`config.mk`:
```
export PLATFORM = sky130hd
export DESIGN_NAME = swpp_cell
export DESIGN_NICKNAME = d
export VERILOG_FILES = /design/src/rtl/sliding_window_peak_to_peak_top_macros.svh /design/src/rtl/swpp_pkg.sv /design/src/rtl/swpp_cell.sv
export SDC_FILE = /design/constraint.sdc
export NUM_CORES = 1
export LEC_CHECK = 0
export BUFFER_PORTS_ARGS = -buffer_cell sky130_fd_sc_hd__buf_2
export CORE_MARGIN = 4
export CORE_UTILIZATION = 30
export CTS_CLUSTER_DIAMETER = 30
export DETAILED_ROUTE_END_ITERATION = 8
export PLACE_DENSITY = 0.6
export SLEW_MARGIN = 20
export SYNTH_ARGS = -nofsm -noshare
export SYNTH_HDL_FRONTEND = slang
export SYNTH_SLANG_ARGS = --single-unit
```
`constraint.sdc`:
```
create_clock -name clk -period 3.1 [get_ports clk]
set_input_delay 0.155 -clock clk [delete_from_list [all_inputs] [get_ports clk]]
set_output_delay 0.155 -clock clk [all_outputs]
set_load 0.02 [all_outputs]
```
`src/rtl/sliding_window_peak_to_peak_top_macros.svh`:
```
// assertion helpers shared by swpp_spread and the top module
// both expect clk and arst_n in the enclosing module
`ifndef SLIDING_WINDOW_PEAK_TO_PEAK_TOP_MACROS_SVH
`define SLIDING_WINDOW_PEAK_TO_PEAK_TOP_MACROS_SVH

// condition holds in the same cycle as the trigger
`define SWPP_ASSERT_NOW(lbl, trig, cond, msg) \
	lbl: assert property (@(posedge clk) disable iff (!arst_n) (trig) |-> (cond)) \
		else $error(msg);

// condition holds in the cycle after the trigger
`define SWPP_ASSERT_NEXT(lbl, trig, cond, msg) \
	lbl: assert property (@(posedge clk) disable iff (!arst_n) (trig) |=> (cond)) \
		else $error(msg);

`endif

```
`src/rtl/swpp_pkg.sv`:
```
package swpp_pkg;

	// default sizes
	localparam int WINDOW_MAX  = 256;
	localparam int SAMPLE_BITS = 32;

	// fixed field widths
	localparam int CFG_W    = 9;
	localparam int COUNT_W  = 9;
	localparam int SPREAD_W = 32;

	// count saturates here, enough to show a full window is present
	localparam logic [COUNT_W-1:0] COUNT_LIMIT = 9'd511;
	localparam logic [CFG_W-1:0]   WINDOW_RESET = 9'd1;

	// per-transaction control that travels down the pipeline
	typedef struct packed {
		logic valid;
		logic last;
		logic window_ok;
	} swpp_ctrl_t;

endpackage

```
`src/rtl/swpp_cell.sv`:
```
module swpp_cell #(
	parameter int SAMPLE_BITS = swpp_pkg::SAMPLE_BITS
) (
	input  logic                          clk,
	input  logic                          en,
	input  logic signed [SAMPLE_BITS-1:0] sample,
	input  logic signed [SAMPLE_BITS-1:0] prev_hi,
	input  logic signed [SAMPLE_BITS-1:0] prev_lo,
	output logic signed [SAMPLE_BITS-1:0] hi,
	output logic signed [SAMPLE_BITS-1:0] lo
);

	logic signed [SAMPLE_BITS-1:0] hi_q;
	logic signed [SAMPLE_BITS-1:0] lo_q;

	// running max/min of one more sample than the neighbor holds
	always_ff @(posedge clk) begin
		if (en) begin
			hi_q <= (prev_hi > sample) ? prev_hi : sample;
			lo_q <= (prev_lo < sample) ? prev_lo : sample;
		end
	end

	assign hi = hi_q;
	assign lo = lo_q;

endmodule

```
==> impl_metrics.tcl <==
set metrics [dict create \
    worstMarginPinSlew_ps 854 \
    num_io_pins 162 \
    finish.net_count 737 \
    run_status "complete, no violations" \
    hold_path_class "in -> reg" \
    cp_cell_sequence "buf_2, inv_1, ha_1, nand4_1, nor4_1, buf_4, nand2b_1, o31ai_1, a32oi_2, buf_4, o221a_2" \
    syn-mean-instance-area_um2 11.4 \
    synthAdderAreaFrac 0.169 \
    slew_violations 0 \
    crit_type "in -> reg" \
    via_per_inst 5.18 \
    synth_edf_count 64 \
    die_area_mm2 0.0176 \
    finalHoldViolCount 0 \
    critPathMaxStageDelay_ps 620 \
    drv_cap 0 \
    peakVddDrop_mv 0.264 \
    die_x_um 133 \
    synth_nets 571 \
    grt_pass1_vias 4268 \
    arrival_ps 2760 \
    post_cts_buffers 0 \
    yosysWarnings 0 \
    holdBufCountCts 0 \
    drtPass1Iterations 5 \
    drtIter0Drc 209 \
    totalPowerFinal_mw 3.24 \
    end_kind "flop" \
    critPathTopFamily "compound AO/OA/AOI/OAI gates" \
    final.fill_count 1489 \
    grt_max_degree 65 \
    syn2layout_area_growth_pct 30.7 \
    cts_resized 0 \
    root_buffer "clkbuf_16" \
    clk_pin_slew_ps 50 \
    dp_hpwl_um 11000 \
    drive_above_1_share 0.435 \
    gp_congestion 0.827 \
    antenna_cells 0 \
    synth-compound-area-share 0.193 \
    numCtsBuffers 9 \
    synth_xor_area_frac 0.00348 \
    grt_first_pass_wirelength_um 21900 \
    synthArstFlopShare 0 \
    cp_common_cell "buf_4" \
    min_from "prev_lo[12]" \
    finalSetupViolCount 0 \
    critical_path.startpoint "sample[31]" \
    fin_crit_sh 0.828 \
    cts_sinks 64 \
    synthesis.area_mm2 0.00467 \
    synth_cell_types 37 \
    synth_top_family_by_area "compound AO/OA/AOI/OAI gates" \
    port_buffers 161 \
    fin_setup_tns_ps 0 \
    relSlewSlack 0.431 \
    die_y_um 133 \
    synth_seq_cells 64 \
    post-route-drc-count 0 \
    drtAntennaViolNets 0 \
    cts_tree "done" \
    leakage_nw 2.82 \
    synth_simple_gate_area_share 0.0715 \
    required_ps 3290 \
    syn-instance-count 410 \
    drt_wl_total_um 14100 \
    seq_area_frac_synth 0.411 \
    clk_path_buf_depth 2 \
    powerDensity_mw_per_mm2 530 \
    finalCriticalPeriod_ps 2570 \
    path_max_fanout 15 \
    track_usage 0.159 \
    core_mm2 0.0153 \
    cp_num_buf_inv 4 \
    wl_per_cell_um 17.9 \
    rsz0062_at_grt "false" \
    cts_max_level 3 \
    grt_antenna_before_repair 0 \
    grt_overflow_total 0 \
    critPathSlowestCell "a32oi_2" \
    synth_mux_area_frac 0.101 \
    fmax_mhz 390 \
    worstSetupStartpointType "primary input" \
    num_vias 4102 \
    rows 45 \
    synth_ff_type "edfxtp_1" \
    start_util 0.306 \
]
-- through the flow --
stage | std cells | utilization | setup WS, ps | cell area [µm²] | hold slack, ps
after CTS | 792 | 0.400 | 475 | 6110 | 127
after detailed placement | 776 | 0.380 | 144 | 5800 | 484
final | 792 | 0.400 | 535 | 6110 | 150
after floorplan | 410 | - | 591 | 4670 | 267
after global routing | 792 | 0.400 | 188 | 6110 | 136
after global placement | 776 | 0.380 | 250 | 5800 | 477
-- cells in the mapped netlist (2+ instances only) --
library cell / instances / area share
nand2_1: 46 / 0.037
nor2b_1: 4 / 0.0054
a221oi_1: 2 / 0.0037
nor3_1: 2 / 0.0021
nor2_1: 2 / 0.0016
o22ai_1: 32 / 0.043
nand3_1: 2 / 0.0021
ha_1: 63 / 0.17
mux2_2: 2 / 0.0048
nand4_1: 11 / 0.015
a221o_1: 3 / 0.0064
edfxtp_1: 64 / 0.41
mux2_4: 30 / 0.096
a21oi_1: 28 / 0.030
buf_6: 3 / 0.0072
o221a_2: 32 / 0.077
inv_1: 37 / 0.030
o21ai_0: 11 / 0.012
clkbuf_1: 12 / 0.0096
nor4_1: 3 / 0.0040
a21o_1: 2 / 0.0032
buf_2: 3 / 0.0032
o211ai_1: 2 / 0.0032
-- flip-flops by register name, summed over array words and instances (netlist names) --
name	flops
lo	32
hi	32
-- layout make-up --
type	instances	area, µm²	area share
multi-input cells	289	2530	0.415
inverters	38	143	0.0234
clock buffers	11	233	0.0381
repair buffers	174	941	0.154
clock inverters	5	71.3	0.0117
flip-flops and latches	64	1920	0.315
well taps	211	264	0.0432
-- path summary, 6_finish.rpt --
check / end / depth (start not counted)
setup / recovery: hi[11] / 11
hold / removal: lo[12] / 2
-- cell usage in the layout (no fill, tap or decap), types with 2 or more instances in the layout --
cell	synthesis	final
buf_2	3	161
edfxtp_1	64	64
ha_1	63	63
nand2_1	46	46
inv_1	37	37
o22ai_1	32	32
o221a_2	32	32
mux2_4	30	30
a21oi_1	28	28
nand4_1	11	11
o21ai_0	11	11
buf_4	0	10
clkbuf_16	0	9
nor2b_1	4	4
clkinv_1	1	4
nor4_1	3	3
a221o_1	3	3
buf_12	0	3
nor2_1	2	2
nor3_1	2	2
nand3_1	2	2
a221oi_1	2	2
a21o_1	2	2
mux2_2	2	2
o211ai_1	2	2
bufinv_16	0	2
clkbuf_1	12	2
-- cell families after synthesis --
logic type,Yosys count
adders and majority gates,63
xor gates and xnor gates,1
muxes,32
AOI/OAI and AO/OA,120
and+or+nand+nor,73
buffers and inverters,57
DFF,64
-- power breakdown --
| part | total (mW) | internal (mW) | switching, mW |
|---|---|---|---|
| clock | 1.06 | 0.696 | 0.365 |
| sequential | 1.14 | 1.11 | 0.0300 |
| combinational | 1.04 | 0.459 | 0.577 |
-- layer usage --
layer / global-route usage / part of all wire / vias up
met1: 0.193 / 0.42 / 1948
met5: 0 / 0 / -
met2: 0.267 / 0.48 / 184
li1: - / - / 1952
met4: 0.0560 / 0.014 / 0
met3: 0.0506 / 0.080 / 18
Note: power is estimated with default switching activity, not from simulation.
