$ cat src/rtl/sliding_window_peak_to_peak_top_macros.svh
// assertion helpers shared by swpp_spread and the top module
// both expect clk and arst_n in the enclosing module
`ifndef SLIDING_WINDOW_PEAK_TO_PEAK_TOP_MACROS_SVH
`define SLIDING_WINDOW_PEAK_TO_PEAK_TOP_MACROS_SVH

// condition holds in the same cycle as the trigger
`define SWPP_ASSERT_NOW(lbl, trig, cond, msg) \
	lbl: assert property (@(posedge clk) disable iff (!arst_n) (trig) |-> (cond)) \
		else $error(msg);

// condition holds in the cycle after the trigger
`define SWPP_ASSERT_NEXT(lbl, trig, cond, msg) \
	lbl: assert property (@(posedge clk) disable iff (!arst_n) (trig) |=> (cond)) \
		else $error(msg);

`endif

$ cat src/rtl/swpp_pkg.sv
package swpp_pkg;

	// default sizes
	localparam int WINDOW_MAX  = 256;
	localparam int SAMPLE_BITS = 32;

	// fixed field widths
	localparam int CFG_W    = 9;
	localparam int COUNT_W  = 9;
	localparam int SPREAD_W = 32;

	// count saturates here, enough to show a full window is present
	localparam logic [COUNT_W-1:0] COUNT_LIMIT = 9'd511;
	localparam logic [CFG_W-1:0]   WINDOW_RESET = 9'd1;

	// per-transaction control that travels down the pipeline
	typedef struct packed {
		logic valid;
		logic last;
		logic window_ok;
	} swpp_ctrl_t;

endpackage

$ cat src/rtl/swpp_spread.sv
module swpp_spread #(
	parameter int SAMPLE_BITS = swpp_pkg::SAMPLE_BITS
) (
	input  logic                                 clk,
	input  logic                                 arst_n,
	input  logic                                 adv,
	input  swpp_pkg::swpp_ctrl_t                 ctrl_s2,
	input  logic signed [SAMPLE_BITS-1:0]        hi_s2,
	input  logic signed [SAMPLE_BITS-1:0]        lo_s2,
	output logic                                 out_valid,
	output logic [swpp_pkg::SPREAD_W-1:0]        widest_spread
);

	`include "sliding_window_peak_to_peak_top_macros.svh"

	localparam int EXT_W = SAMPLE_BITS + swpp_pkg::SPREAD_W;

	logic [SAMPLE_BITS-1:0]            diff;
	logic [EXT_W-1:0]                  diff_ext;
	logic [swpp_pkg::SPREAD_W-1:0]     spread;
	logic [swpp_pkg::SPREAD_W-1:0]     best_q;
	logic [swpp_pkg::SPREAD_W-1:0]     best_next;
	logic                              out_valid_q;
	logic [swpp_pkg::SPREAD_W-1:0]     widest_spread_q;

	// window spread, max never below min so the difference is non-negative
	assign diff     = SAMPLE_BITS'(hi_s2 - lo_s2);
	assign diff_ext = EXT_W'(diff);
	assign spread   = diff_ext[swpp_pkg::SPREAD_W-1:0];

	// best spread including this window
	always_comb begin
		best_next = best_q;
		if (ctrl_s2.valid && ctrl_s2.window_ok && (spread > best_q)) begin
			best_next = spread;
		end
	end

	// best tracking, cleared after a record ends
	always_ff @(posedge clk or negedge arst_n) begin
		if (!arst_n) begin
			best_q <= '0;
		end else if (adv && ctrl_s2.valid) begin
			best_q <= ctrl_s2.last ? '0 : best_next;
		end
	end

	// output register
	always_ff @(posedge clk or negedge arst_n) begin
		if (!arst_n) begin
			out_valid_q <= 1'b0;
		end else if (adv) begin
			out_valid_q <= ctrl_s2.valid && ctrl_s2.last;
		end
	end

	always_ff @(posedge clk) begin
		if (adv && ctrl_s2.valid && ctrl_s2.last) begin
			widest_spread_q <= best_next;
		end
	end

	assign out_valid     = out_valid_q;
	assign widest_spread = widest_spread_q;

	`SWPP_ASSERT_NEXT(a_last_emits, adv && ctrl_s2.valid && ctrl_s2.last, out_valid_q, "record end without result")
	`SWPP_ASSERT_NEXT(a_best_cleared, adv && ctrl_s2.valid && ctrl_s2.last, best_q == '0, "best spread not cleared")
	`SWPP_ASSERT_NEXT(a_result_held, !adv, out_valid_q && $stable(widest_spread_q), "held result changed")

endmodule

$ cat config.mk
export PLATFORM = sky130hd
export DESIGN_NAME = swpp_spread
export DESIGN_NICKNAME = d
export VERILOG_FILES = /design/src/rtl/swpp_pkg.sv /design/src/rtl/swpp_spread.sv
export VERILOG_INCLUDE_DIRS = /design/src /design/src/rtl
export SDC_FILE = /design/constraint.sdc
export NUM_CORES = 1
export LEC_CHECK = 0
export BUFFER_PORTS_ARGS = -buffer_cell sky130_fd_sc_hd__buf_4
export CAP_MARGIN = 0
export CORE_MARGIN = 8
export CORE_UTILIZATION = 40
export DETAILED_ROUTE_END_ITERATION = 7
export MAX_ROUTING_LAYER = met4
export SKIP_LAST_GASP = 1
export SYNTH_ARGS = -nofsm -noshare
export SYNTH_HDL_FRONTEND = slang
export SYNTH_SLANG_ARGS = --single-unit
$ cat constraint.sdc
create_clock -name clk -period 4.4 [get_ports clk]
set_input_delay 0.44 -clock clk [delete_from_list [all_inputs] [get_ports clk]]
set_output_delay 0.44 -clock clk [all_outputs]
set_load 0.05 [all_outputs]
==> tab_implementation.tex <==
\begin{tabular}{lr}
\hline
Metric & Value \\
\hline
\multicolumn{2}{l}{\textbf{STA}} \\
RSZ-0062 raised after global routing & true \\
Slew HR & 47.3\% \\
Final hold vios & 0 \\
Largest clock skew in the final design & 0.00871 ns \\
Least-Margin Pin Slew & between 0.7 and 0.8 ns \\
Fin. max-slew vios & 0 \\
Final setup TNS & -3.76 ns \\
Final setup margin & -0.175 ns \\
Shortest period the worst path allows & 4.57 ns \\
Fmax & 219 MHz \\
Total of endpoints with negative setup slack in the final report & 50 \\
Share of the cycle needed by the critical path after routing & 104\% \\
\multicolumn{2}{l}{\textbf{Global routing}} \\
Aggregate global routing overflow & 0 \\
Global routing met2 resource utilization & around a third \\
GRT Util Overall & 19.5\% \\
GRT met3 Usage & 3.01\% \\
Global route hottest layer & met2 \\
Maximum number of pins on one net before global-route repair & 34 \\
Met1 GRT Util & 24.2\% \\
First-pass GRT wire length & 27,700 µm \\
Vias in the first global route & roughly 5,600 \\
Number of antenna violations at the first check in global routing & 0 \\
\multicolumn{2}{l}{\textbf{Die}} \\
Placement Rows & 43 \\
I/O pins & 103 \\
Core region area & $\sim$14,000 µm² \\
Vertical die dimension & 133 µm \\
Width of the die & 133 µm \\
Full die area & around 18,000 µm² \\
Starting Density & 40.4\% \\
\multicolumn{2}{l}{\textbf{Cells and area}} \\
Most frequent cells in the layout & sky130\_fd\_sc\_hd\_\_buf\_4 (232), sky130\_fd\_sc\_hd\_\_inv\_1 (72), sky130\_fd\_sc\_hd\_\_ha\_1 (52) \\
Non-filler cells in the finished layout & 1,030 \\
Fraction of final layout cells sized beyond drive strength 1 & 45.6\% \\
Number of fill cells in the layout & 1,168 \\
Inserted Diodes & 0 \\
Post-route cell area & 8560 µm² \\
Area growth, synth to finish & 55.1\% \\
Most common cell after layout, fill and taps aside & sky130\_fd\_sc\_hd\_\_buf\_4 \\
FF+latch area & 1790 µm² \\
Layout Nets & $\sim$980 \\
Multi-input gate area in the final layout & 3840 µm² \\
\multicolumn{2}{l}{\textbf{Synthesis}} \\
Library cell with the largest summed area after synthesis & sky130\_fd\_sc\_hd\_\_edfxtp\_1 \\
Count of flip-flops with a built-in enable after synthesis & 32 \\
Number of synthesized register bits & 65 \\
Post-Synthesis Net Count & approximately 730 \\
Part of the Yosys area used for sequential elements & 32.4\% \\
Asr flop ratio synth & 50.8\% \\
Share of the synthesized area in the top cell type & 17.4\% \\
Yosys warns & 0 \\
Post-Syn Area per Cell & 9.29 µm² \\
Ranking of synthesized cells by area & sky130\_fd\_sc\_hd\_\_edfxtp\_1 (17\%), sky130\_fd\_sc\_hd\_\_dfrtp\_1 (15\%), sky130\_fd\_sc\_hd\_\_ha\_1 (14\%) \\
Post-synthesis cell type count & 75 \\
Post-synth design cell area & 5520 µm² \\
Number of cells produced by synthesis & a little under 600 \\
Main flop type after synthesis & sky130\_fd\_sc\_hd\_\_dfrtp\_1 \\
\multicolumn{2}{l}{\textbf{Power}} \\
Maximum ir drop on the vdd rail & about 0.21 mV \\
Total power & 2810 µW \\
Power density of the placed cells & 328 nW/µm² \\
Leakage dissipation & 0.00409 µW \\
\multicolumn{2}{l}{\textbf{Clock tree}} \\
Number of hold buffers added after cts & 0 \\
Clock insertion delay at the later pin of the skew report & 0.34 ns \\
Root buffer selected by CTS & sky130\_fd\_sc\_hd\_\_clkbuf\_16 \\
Sink Count & 65 \\
H-tree depth reported by CTS & 3 \\
CTS tree & built \\
Number of buffers created by CTS & 9 \\
Max Root-Sink Buffers & 2 \\
Post-CTS clock slew at the launch and capture registers of the worst setup and hold paths & 0.06 ns \\
\multicolumn{2}{l}{\textbf{Detailed routing}} \\
Mean number of vias per cell & 5.20 \\
Post-DR wirelength/cell & 16.6 µm \\
Number of nets with antenna violations after detailed routing & 0 \\
Post-Route WL & 17,100 µm \\
Initial DRC count & 309 \\
Detailed-route DRC error count & 0 \\
DR vias & between 5,000 and 6,000 \\
First-pass iteration count of the detailed router & 5 \\
\multicolumn{2}{l}{\textbf{Setup path}} \\
Endpoint arrival time on the critical path & $\sim$4.7 ns \\
Max Fanout on Critical Path & 5 \\
Source of the worst register-to-register timing path & best\_q[11] \\
Required time worst endpoint & 4.49 ns \\
Critical path's most frequent cell & sky130\_fd\_sc\_hd\_\_buf\_6 \\
Critical Path Start & hi\_s2[0] \\
Type of element capturing the critical path & flip-flop \\
Stage delay of the slowest cell on the critical path & $\sim$0.38 ns \\
WS Path Type & primary input to flip-flop \\
Critical-path cell with the highest stage delay & sky130\_fd\_sc\_hd\_\_fa\_2 \\
Cell breakdown of the critical path & buf\_8 > inv\_4 > ha\_4 > fa\_2 > nor2b\_4 > o2111ai\_4 > a21oi\_4 > o31ai\_4 > a221o\_1 > and3\_4 > nor3\_4 > inv\_1 > ha\_1 > nand4\_1 > nor2\_1 > a22oi\_1 > o211ai\_1 > a22oi\_2 > buf\_6 > buf\_6 > buf\_12 > buf\_16 > mux2\_4 \\
Critical path startpoint category & primary input \\
\multicolumn{2}{l}{\textbf{Hold path}} \\
Worst hold path type & primary input to async pin \\
\multicolumn{2}{l}{\textbf{Place}} \\
Placement Cell Area & 7330 µm² \\
PortBufs & 102 \\
Placed cell count & 978 \\
Half-perimeter wire length after placement & 12,700 µm \\
Routability congestion estimate from global placement & slightly below 0.9 \\
\multicolumn{2}{l}{\textbf{Outcome}} \\
Status & complete, but fails checks \\
Failing checks & negative setup slack \\
\multicolumn{2}{l}{\textbf{Flow run}} \\
Reported max-cap violation count & 0 \\
\hline
\end{tabular}
==> state kept, by name (all words and copies together), names as in the netlist <==
| signal | cells |
|---|---|
| best_q | 32 |
| out_valid | 1 |
| widest_spread | 32 |
==> final timing paths <==
path	endpoint	depth (start not counted)	slack, ns
min	best_q[30]	1	0.04
min reg2reg	best_q[23]	1	0.52
max	widest_spread[12]	23	-0.17
max in group asynchronous	best_q[14]	1	4.02
max reg2reg	best_q[29]	12	1.36
min in group clk	out_valid	2	0.31
==> report_power, final <==
| part | internal (µW) | total, µW | leakage, µW | switching (µW) |
|---|---|---|---|---|
| combinational | 668 | 1300 | 0.00321 | 633 |
| sequential | 725 | 779 | 0.000733 | 54.4 |
| clock | 467 | 730 | 0.000155 | 263 |
| total | 1860 | 2810 | 0.00409 | 951 |
==> repair_timing <==
item	CTS	global route
cloned	6	0
endpoints found under the setup margin	63	63
setup buffers	21	19
pin swaps	30	43
gates resized for setup	55	79
==> logic make-up after synthesis <==
family	Yosys count	share of synthesized area, %
AOI/OAI and AO/OA	181	22.9
and+or+nand+nor	134	12.4
buffers and inverters	94	7.55
DFF	65	32.4
adders and majority gates	64	14.6
xor gates and xnor gates	28	4.44
muxes	28	5.69
==> per-layer routing <==
layer | part of all wire, % | up-vias | wire, µm
met1 | 46 | 2526 | 7860
met5 | 0 | - | 0
met4 | 1.3 | 0 | 223
met2 | 49 | 130 | 8390
met3 | 3.9 | 18 | 660
li1 | - | 2677 | -
==> critical path, delay by kind of cell <==
kind,cells,cell delay (ns)
adders and majority gates,3,0.80
muxes,1,0.30
AOI/OAI and AO/OA,7,1.59
buffers and inverters,7,0.64
and+or+nand+nor,5,0.87
==> Yosys cell counts, types with 5 or more instances <==
library cell / count
sky130_fd_sc_hd__o21ai_0: 31
sky130_fd_sc_hd__clkbuf_1: 5
sky130_fd_sc_hd__dfrtp_1: 33
sky130_fd_sc_hd__o21bai_1: 8
sky130_fd_sc_hd__a21o_1: 11
sky130_fd_sc_hd__nor3_1: 11
sky130_fd_sc_hd__xnor2_1: 20
sky130_fd_sc_hd__nor2_1: 23
sky130_fd_sc_hd__xor2_1: 8
sky130_fd_sc_hd__inv_1: 76
sky130_fd_sc_hd__ha_1: 63
sky130_fd_sc_hd__o21a_1: 5
sky130_fd_sc_hd__buf_4: 5
sky130_fd_sc_hd__nand4_1: 12
sky130_fd_sc_hd__nand3_1: 8
sky130_fd_sc_hd__nand2_1: 45
sky130_fd_sc_hd__a21oi_1: 51
sky130_fd_sc_hd__mux2_2: 27
sky130_fd_sc_hd__a22oi_1: 8
sky130_fd_sc_hd__a22o_1: 20
sky130_fd_sc_hd__edfxtp_1: 32
==> metrics by stage <==
stage,hold slack (ns),setup WS (ns),utilization [%]
2_1_floorplan,0.144,-0.0402,-
3_3_place_gp,0.428,-0.719,53.7
3_5_place_dp,0.425,-0.872,53.7
4_1_cts,0.0735,-0.0750,59.7
5_1_grt,0.0786,-0.296,62.6
6_report,0.0429,-0.175,62.6
==> final cells by class <==
class / instances / area share (%)
Clock buffer: 11 / 2.95
Tap cell: 180 / 2.63
Timing Repair Buffer: 258 / 24.6
Clock inverter: 5 / 0.629
Sequential cell: 65 / 20.9
Multi-Input combinational cell: 435 / 44.9
Inverter: 76 / 3.39
Power figures use the tool's default switching activity.
